`src/hw/rtl/mcss_pkg.sv`:
```
// Package for the MIDI clock step sequencer: item types, codes and defaults.
`default_nettype none

package mcss_pkg;

  localparam int NOTE_DEPTH_DEF = 16;
  localparam int STEP_DEPTH_DEF = 16;

  localparam int VALUE_W = 7;

  localparam logic [7:0] STATUS_NOTE_ON  = 8'd144;
  localparam logic [7:0] STATUS_NOTE_OFF = 8'd128;

  localparam logic [VALUE_W-1:0] CPU_RESET   = 7'd3;
  localparam logic [VALUE_W-1:0] LEN_MIN     = 7'd1;
  localparam logic [VALUE_W-1:0] LEN_MAX     = 7'd64;

  localparam int TICK_W = 13;
  localparam int SPAN_W = 2 * VALUE_W;

  typedef enum logic [1:0] {
    CMD_TICK      = 2'd0,
    CMD_LOAD_NOTE = 2'd1,
    CMD_LOAD_STEP = 2'd2
  } cmd_t;

  typedef struct packed {
    logic [1:0]         cmd;
    logic [VALUE_W-1:0] pitch;
    logic [VALUE_W-1:0] velocity;
    logic [VALUE_W-1:0] step_length;
  } item_t;

  typedef struct packed {
    logic [7:0]         status_byte;
    logic [VALUE_W-1:0] note_pitch_out;
    logic [VALUE_W-1:0] note_velocity_out;
    logic               last;
  } result_t;

endpackage

`default_nettype wire

```
`src/hw/rtl/midi_clock_step_sequencer.sv`:
```
// Top level of the MIDI clock step sequencer.
//
//   channel  | handshake            | payload
//   ---------+----------------------+-------------------------------
//   item     | item_valid/stall     | item_t: cmd, pitch, velocity, step_length
//   result   | result_valid/stall   | result_t: status, pitch, velocity, last
//   cfg      | cfg_valid/ready      | clocks_per_unit (7 bits)
//
// An item is taken while item_stall is low. A tick that plays a note reads the
// note RAM, then gives note-on and note-off from the result register; a later
// note waits until note-off is taken. Loads and silent ticks go every cycle
// unless stalled. Step lengths fetched on a wrap come out of the length RAM in
// the next cycle. rst is synchronous; the tables are not cleared. Result stall
// backs up into item_stall only while a read note waits for the result register.
`default_nettype none

module midi_clock_step_sequencer
  import mcss_pkg::*;
#(
  parameter int NOTE_DEPTH = NOTE_DEPTH_DEF,
  parameter int STEP_DEPTH = STEP_DEPTH_DEF
) (
  input  wire logic               clk,
  input  wire logic               rst,
  input  wire logic               item_valid,
  output logic                    item_stall,
  input  wire item_t              item,
  output logic                    result_valid,
  input  wire logic               result_stall,
  output result_t                 result,
  input  wire logic               cfg_valid,
  output logic                    cfg_ready,
  input  wire logic [VALUE_W-1:0] cfg_data
);

  localparam int NCW = $clog2(NOTE_DEPTH + 1);
  localparam int SCW = $clog2(STEP_DEPTH + 1);
  localparam int NAW = NOTE_DEPTH > 1 ? $clog2(NOTE_DEPTH) : 1;
  localparam int SAW = STEP_DEPTH > 1 ? $clog2(STEP_DEPTH) : 1;
  localparam logic [NCW-1:0] NOTE_FULL = NCW'(NOTE_DEPTH);
  localparam logic [SCW-1:0] STEP_FULL = SCW'(STEP_DEPTH);

  // control state
  logic [VALUE_W-1:0] clocks_per_unit;
  logic [NCW-1:0]     note_count, note_count_next;
  logic [NCW-1:0]     note_index, note_index_next;
  logic [SCW-1:0]     length_count, length_count_next;
  logic [SCW-1:0]     length_index, length_index_next;
  logic [VALUE_W-1:0] current_length, current_length_next;
  logic               len_pending, len_pending_next;
  logic [TICK_W-1:0]  tick_count, tick_count_next;
  logic               play_pending, play_pending_next;
  logic               result_phase;
  logic [VALUE_W-1:0] result_pitch;
  logic [VALUE_W-1:0] result_velocity;

  // RAM ports
  logic                   note_we, note_re;
  logic [NAW-1:0]         note_waddr, note_raddr;
  logic [2*VALUE_W-1:0]   note_rdata;
  logic                   len_we, len_re;
  logic [SAW-1:0]         len_waddr, len_raddr;
  logic [VALUE_W-1:0]     len_wdata, len_rdata;

  logic               accept;
  logic               out_free;
  logic               move;
  logic [VALUE_W-1:0] rate;
  logic [VALUE_W-1:0] len_eff;
  logic [VALUE_W-1:0] len_clamped;
  logic [SPAN_W-1:0]  span;
  logic               tick_wrap;
  logic [NCW-1:0]     note_ptr;
  logic [SCW-1:0]     step_ptr;

  assign cfg_ready = 1'b1;

  assign out_free   = !result_valid || (result_phase && !result_stall);
  assign move       = play_pending && out_free;
  assign item_stall = play_pending && !out_free;
  assign accept     = item_valid && !item_stall;

  assign rate      = (clocks_per_unit == '0) ? LEN_MIN : clocks_per_unit;
  assign len_eff   = len_pending ? len_rdata : current_length;
  assign span      = SPAN_W'(rate) * SPAN_W'(len_eff);
  // tick_count >= span - 1, with span never zero
  assign tick_wrap = (SPAN_W'(tick_count) + SPAN_W'(1)) >= span;

  assign note_ptr = (note_index >= note_count) ? '0 : note_index;
  assign step_ptr = (length_index >= length_count) ? '0 : length_index;

  always_comb begin
    if (item.step_length == '0) begin
      len_clamped = LEN_MIN;
    end else if (item.step_length > LEN_MAX) begin
      len_clamped = LEN_MAX;
    end else begin
      len_clamped = item.step_length;
    end
  end

  always_comb begin
    note_count_next     = note_count;
    note_index_next     = note_index;
    length_count_next   = length_count;
    length_index_next   = length_index;
    current_length_next = len_eff;
    len_pending_next    = 1'b0;
    tick_count_next     = tick_count;
    play_pending_next   = play_pending && !move;
    note_we    = 1'b0;
    note_waddr = note_count[NAW-1:0];
    note_re    = 1'b0;
    note_raddr = note_ptr[NAW-1:0];
    len_we     = 1'b0;
    len_waddr  = length_count[SAW-1:0];
    len_wdata  = len_clamped;
    len_re     = 1'b0;
    len_raddr  = step_ptr[SAW-1:0];
    if (accept) begin
      case (item.cmd)
        CMD_LOAD_NOTE: begin
          if (note_count < NOTE_FULL) begin
            note_we         = 1'b1;
            note_count_next = note_count + NCW'(1);
          end
        end
        CMD_LOAD_STEP: begin
          if (length_count < STEP_FULL) begin
            len_we            = 1'b1;
            length_count_next = length_count + SCW'(1);
            // first step becomes the current length right away
            if (length_count == '0) begin
              current_length_next = len_clamped;
              length_index_next   = SCW'(1);
            end
          end
        end
        CMD_TICK: begin
          if (tick_count == '0 && note_count != '0) begin
            note_re           = 1'b1;
            note_index_next   = note_ptr + NCW'(1);
            play_pending_next = 1'b1;
          end
          if (tick_wrap) begin
            tick_count_next = '0;
            if (length_count != '0) begin
              len_re            = 1'b1;
              length_index_next = step_ptr + SCW'(1);
              len_pending_next  = 1'b1;
            end
          end else begin
            tick_count_next = tick_count + TICK_W'(1);
          end
        end
        default: begin
        end
      endcase
    end
  end

  always_ff @(posedge clk) begin
    if (rst) begin
      clocks_per_unit <= CPU_RESET;
      note_count      <= '0;
      note_index      <= '0;
      length_count    <= '0;
      length_index    <= '0;
      current_length  <= LEN_MIN;
      len_pending     <= 1'b0;
      tick_count      <= '0;
      play_pending    <= 1'b0;
    end else begin
      if (cfg_valid && cfg_ready) begin
        clocks_per_unit <= cfg_data;
      end
      note_count     <= note_count_next;
      note_index     <= note_index_next;
      length_count   <= length_count_next;
      length_index   <= length_index_next;
      current_length <= current_length_next;
      len_pending    <= len_pending_next;
      tick_count     <= tick_count_next;
      play_pending   <= play_pending_next;
    end
  end

  // result register: note-on, then note-off of the same note
  always_ff @(posedge clk) begin
    if (rst) begin
      result_valid <= 1'b0;
      result_phase <= 1'b0;
    end else if (move) begin
      result_valid <= 1'b1;
      result_phase <= 1'b0;
    end else if (result_valid && !result_stall) begin
      if (result_phase) begin
        result_valid <= 1'b0;
      end else begin
        result_phase <= 1'b1;
      end
    end
  end

  always_ff @(posedge clk) begin
    if (move) begin
      result_pitch    <= note_rdata[2*VALUE_W-1:VALUE_W];
      result_velocity <= note_rdata[VALUE_W-1:0];
    end
  end

  always_comb begin
    result.status_byte       = result_phase ? STATUS_NOTE_OFF : STATUS_NOTE_ON;
    result.note_pitch_out    = result_pitch;
    result.note_velocity_out = result_velocity;
    result.last              = result_phase;
  end

  mcss_ram #(
    .WIDTH(2 * VALUE_W),
    .DEPTH(NOTE_DEPTH)
  ) u_note_ram (
    .clk  (clk),
    .we   (note_we),
    .waddr(note_waddr),
    .wdata({item.pitch, item.velocity}),
    .re   (note_re),
    .raddr(note_raddr),
    .rdata(note_rdata)
  );

  mcss_ram #(
    .WIDTH(VALUE_W),
    .DEPTH(STEP_DEPTH)
  ) u_step_ram (
    .clk  (clk),
    .we   (len_we),
    .waddr(len_waddr),
    .wdata(len_wdata),
    .re   (len_re),
    .raddr(len_raddr),
    .rdata(len_rdata)
  );

endmodule

`default_nettype wire

```
`src/hw/rtl/mcss_ram.sv`:
```
// Generic single write port RAM with one registered read port.
`default_nettype none

module mcss_ram #(
  parameter int WIDTH = 8,
  parameter int DEPTH = 16
) (
  input  wire logic                                   clk,
  input  wire logic                                   we,
  input  wire logic [(DEPTH > 1 ? $clog2(DEPTH) : 1)-1:0] waddr,
  input  wire logic [WIDTH-1:0]                       wdata,
  input  wire logic                                   re,
  input  wire logic [(DEPTH > 1 ? $clog2(DEPTH) : 1)-1:0] raddr,
  output logic      [WIDTH-1:0]                       rdata
);

  logic [WIDTH-1:0] mem [DEPTH];

  always_ff @(posedge clk) begin
    if (we) begin
      mem[waddr] <= wdata;
    end
    if (re) begin
      rdata <= mem[raddr];
    end
  end

endmodule

`default_nettype wire
```
`config.mk`:
```
export PLATFORM = sky130hd
export DESIGN_NAME = midi_clock_step_sequencer
export DESIGN_NICKNAME = d
export VERILOG_FILES = /design/src/hw/rtl/mcss_pkg.sv /design/src/hw/rtl/midi_clock_step_sequencer.sv /design/src/hw/rtl/mcss_ram.sv
export SDC_FILE = /design/constraint.sdc
export NUM_CORES = 1
export LEC_CHECK = 0
export BUFFER_PORTS_ARGS = -buffer_cell sky130_fd_sc_hd__buf_2
export CAP_MARGIN = 20
export CORE_UTILIZATION = 45
export CTS_BUF_LIST = sky130_fd_sc_hd__clkbuf_4 sky130_fd_sc_hd__clkbuf_8
export DETAILED_ROUTE_END_ITERATION = 7
export GPL_TIMING_DRIVEN = 0
export PLACE_DENSITY_LB_ADDON = 0.2
export REMOVE_ABC_BUFFERS = 1
export SKIP_LAST_GASP = 1
export SLEW_MARGIN = 20
export SYNTH_ARGS = -nofsm -noshare
export SYNTH_HDL_FRONTEND = slang
export SYNTH_SLANG_ARGS = --single-unit
```
`constraint.sdc`:
```
create_clock -name clk -period 6.95 [get_ports clk]
set_clock_uncertainty 0.15 [all_clocks]
set_input_delay 1.39 -clock clk [delete_from_list [all_inputs] [get_ports clk]]
set_output_delay 1.39 -clock clk [all_outputs]
set_load 0.03 [all_outputs]
```
==> results.cfg <==
[timing]
rsz0062_at_grt = no
worst_pin_slew_ns = 1.06
slew_violations = 0
finalCritPeriodShare = 0.956
setup_violations = 0
setup_ws_ns = 0.307
relSlewSlack = 0.291
hold_viol_final = 0
fmax_mhz = 151
finalCriticalPeriod_ns = 6.64

[critical_path]
crit_path_max_incr_delay_ns = 0.56
worstPathMaxFanout = 9
crit_family = adder cells
critPathBufInv = 3
cp.required_ns = 7.32
critPathArrivalTime_ns = 7.01
timing.rr.end = tick_count[6]
path_cells = nor4_4 > a21oi_2 > or2_2 > fa_1 > fa_1 > inv_1 > fa_1 > inv_1 > fa_1 > inv_1 > ha_4 > or4_4 > a41o_1 > o41a_1 > xnor2_2 > ha_1 > a21oi_1 > o21ai_2 > a21o_1 > a211o_1 > or4_1 > o31ai_1
crit_type = reg -> reg
worst-path-stages = 22
rr_startpoint = clocks_per_unit[6]
setup.worst_path.start_class = register
crit_path_end_kind = register
reg2reg_slack_ns = 0.31
critPathMostFrequentCell = fa_1
reg2reg_depth = 22
cp_slowest_cell = fa_1

[placement]
post-dp-hpwl_mm = 29.8
gp_congestion = 0.800
io_buffers = 52
pre_cts_slack_ns = -1.03
place_area_sq_um = 20400

[layout]
finalNetCount = 1621
finalInstanceArea_sq_um = 22100
syn2layout_area_growth_pct = 14.5
n_antenna_cell = 0
final_layout_size_suffix_gt1_frac = 0.216
final_util = 0.525

[logic_synthesis]
syn_area_per_cell_sq_um = 13.7
synthFlopType = edfxtp_1
ys_seq_elements = 422
synthArstFlopShare = 0
synth_enable_flop_cells = 371
synth-seq-area-share = 0.631
syn-instance-count = 1402
yosysWarnings = 0
yosysUniqueCellTypes = 75
syn_area_sq_um = 19300

[drt]
drtPass1Iterations = 7
drc = 0
vias = 12100
routed_via_density = 5.77
first_iter_violations = 871
avgRoutedWirePerCell_um = 21.9
ant_nets = 0
wl_mm = 45.9

[power_and_ir_drop]
comb_power_share = 0.047
p_leak_nw = 7.72
clock_power_share = 0.425
ir_drop_v = 0.000117
power_density_nw_per_um2 = 239
p_sw_frac = 0.221
seqPwrFrac = 0.528
net-switching-power_mw = 1.17
intPower_mw = 4.11

[floorplan]
pin_count = 61
initial_utilization = 0.458
die_w_um = 209
core.rowCount = 75
fp.dieH_um = 209
core_sq_um = 42000
design.die.area_sq_um = 43600

[run]
maxCapViolCount = 0

[grt]
grtUsageTotal = 0.215
antenna_found_initial = 1
grt_pass1_vias = 12200
overflow = 0
grt_max_degree = 54
grt_pass1_wl_mm = 71.2

[clock_tree]
clk_pin_slew_ns = 0.06
clockBufferDepth = 3
cts_sinks = 422
clk_latency_ns = 0.63
cts_tree = done
htreeDepth = 3
numCtsBuffers = 73
clock-root-buffer = clkbuf_8

[status]
run_status = finished, final reports clean

[min_path]
min_path_cells = 0
hold_path.class = reg -> reg
whs_endpoint = result_velocity[1]
holdCritStartpoint = u_note_ram.rdata[1]
-- through the flow --
stage / power [mW] / hold slack (ns) / cells / TNS [ns]
2_1_floorplan: 2.97 / 0.250 / 1334 / 0
3_3_place_gp: 3.05 / 0.252 / 1925 / -16.24
3_5_place_dp: 3.06 / 0.255 / 1954 / -19.11
4_1_cts: 5.31 / 0.268 / 2088 / 0
5_1_grt: 5.46 / 0.275 / 2091 / 0
6_report: 5.27 / 0.268 / 2091 / 0
-- flip-flops by register name, indices dropped and copies added (netlist names) --
register / cells
u_step_ram.rdata: 7
note_index: 5
result_phase: 1
note_count: 5
length_index: 5
clocks_per_unit: 7
len_pending: 1
result_valid: 1
u_step_ram.mem: 112
current_length: 7
play_pending: 1
length_count: 5
u_note_ram.mem: 224
tick_count: 13
u_note_ram.rdata: 14
result_pitch: 7
result_velocity: 7
-- cells in the final DEF, fill, tap and decap left out, drive strengths merged, types with 16 or more instances in the layout --
| cell type | synthesis | routed |
|---|---|---|
| and3 | 22 | 22 |
| o21ai | 29 | 29 |
| clkbuf | 39 | 111 |
| nand3 | 28 | 28 |
| nor3 | 20 | 20 |
| xnor2 | 20 | 20 |
| inv | 54 | 57 |
| a21oi | 42 | 42 |
| ha | 68 | 68 |
| fa | 24 | 24 |
| nand2 | 112 | 112 |
| a21o | 20 | 20 |
| a22oi | 16 | 16 |
| mux2i | 37 | 37 |
| dfxtp | 51 | 51 |
| nor2 | 106 | 106 |
| a221oi | 46 | 46 |
| nor2b | 41 | 41 |
| buf | 35 | 85 |
| mux2 | 37 | 37 |
| clkinv | 1 | 19 |
| edfxtp | 371 | 371 |
-- final cells by class --
type	instances	area, sq um
flip-flops and latches	422	12200
clock inverters	22	140
clock buffers	111	1320
well taps	539	674
fillers	3584	20000
multi-input cells	857	6830
inverters	55	206
repair buffers	85	711
-- synth_stat cells (all sizes together) (6+ instances only) --
cell type	n	share of area
and2	9	0.0029
a22oi	16	0.0062
mux2i	37	0.019
dfxtp	51	0.053
xnor2	20	0.0091
a21oi	42	0.011
a21o	20	0.0078
nor2	106	0.021
clkbuf	39	0.0076
nor3	20	0.0060
ha	68	0.044
a32oi	7	0.0032
o21ai	29	0.0079
buf	35	0.012
and3	22	0.0071
fa	24	0.025
o311ai	13	0.0059
nand4	6	0.0019
o32ai	7	0.0032
nand2b	11	0.0036
a221oi	46	0.021
nor4	8	0.0034
xor2	9	0.0041
nand2	112	0.022
nor2b	41	0.013
o2bb2ai	8	0.0036
inv	54	0.011
edfxtp	371	0.58
a211oi	12	0.0053
mux2	37	0.022
nand3	28	0.0073
o221ai	7	0.0032
a311o	14	0.0073
mux4	14	0.016
-- worst register-to-register path, delay by kind of cell (launching register included) --
kind / cells / cell delay (ns)
adders and majority gates: 6 / 2.60
AOI/OAI and AO/OA: 8 / 1.60
and+or+nand+nor: 4 / 1.49
DFF: 1 / 0.38
buffers and inverters: 3 / 0.17
xor gates and xnor gates: 1 / 0.16
-- power by group through the flow --
stage                     clock [mW]  sequential (mW)  combinational, mW
after floorplan                    0             2.83              0.137
after CTS                       2.29             2.78              0.240
after global placement             0             2.83              0.216
after detailed placement           0             2.83              0.227
after global routing            2.40             2.78              0.277
final                           2.24             2.78              0.248
-- per-layer routing --
layer / global-route usage / part of all wire
met1: 0.305 / 0.46
met2: 0.336 / 0.46
met3: 0.0395 / 0.064
met4: 0.0659 / 0.017
met5: 0 / 0
-- how the worst max path moves through the flow --
stage	slack, ns	startpoint	end
after floorplan	0.15	len_pending	u_step_ram.rdata[0]
after global placement	-0.88	len_pending	u_step_ram.rdata[4]
after detailed placement	-1.03	len_pending	u_step_ram.rdata[3]
after CTS	0.02	clocks_per_unit[1]	tick_count[6]
after global routing	0.06	clocks_per_unit[6]	tick_count[6]
final	0.31	clocks_per_unit[6]	tick_count[6]
-- repair_timing --
action	in CTS	in global routing
setup buffers	1	3
pin swaps	2	5
hold endpoints to repair	0	0
endpoints found under the setup margin	26	25
cloned	0	0
resized for setup	18	13
hold buffers	0	0
-- kinds of logic after synthesis --
group | share of synthesized area
XOR/XNOR | 0.0132
adder cells (fa/ha/maj) | 0.0691
flip-flops | 0.631
buffers and inverters | 0.0299
AND/OR/NAND/NOR | 0.0955
AO/OA/AOI/OAI | 0.103
other | 0.000390
multiplexers | 0.0572
(Power assumes the default switching activity.)
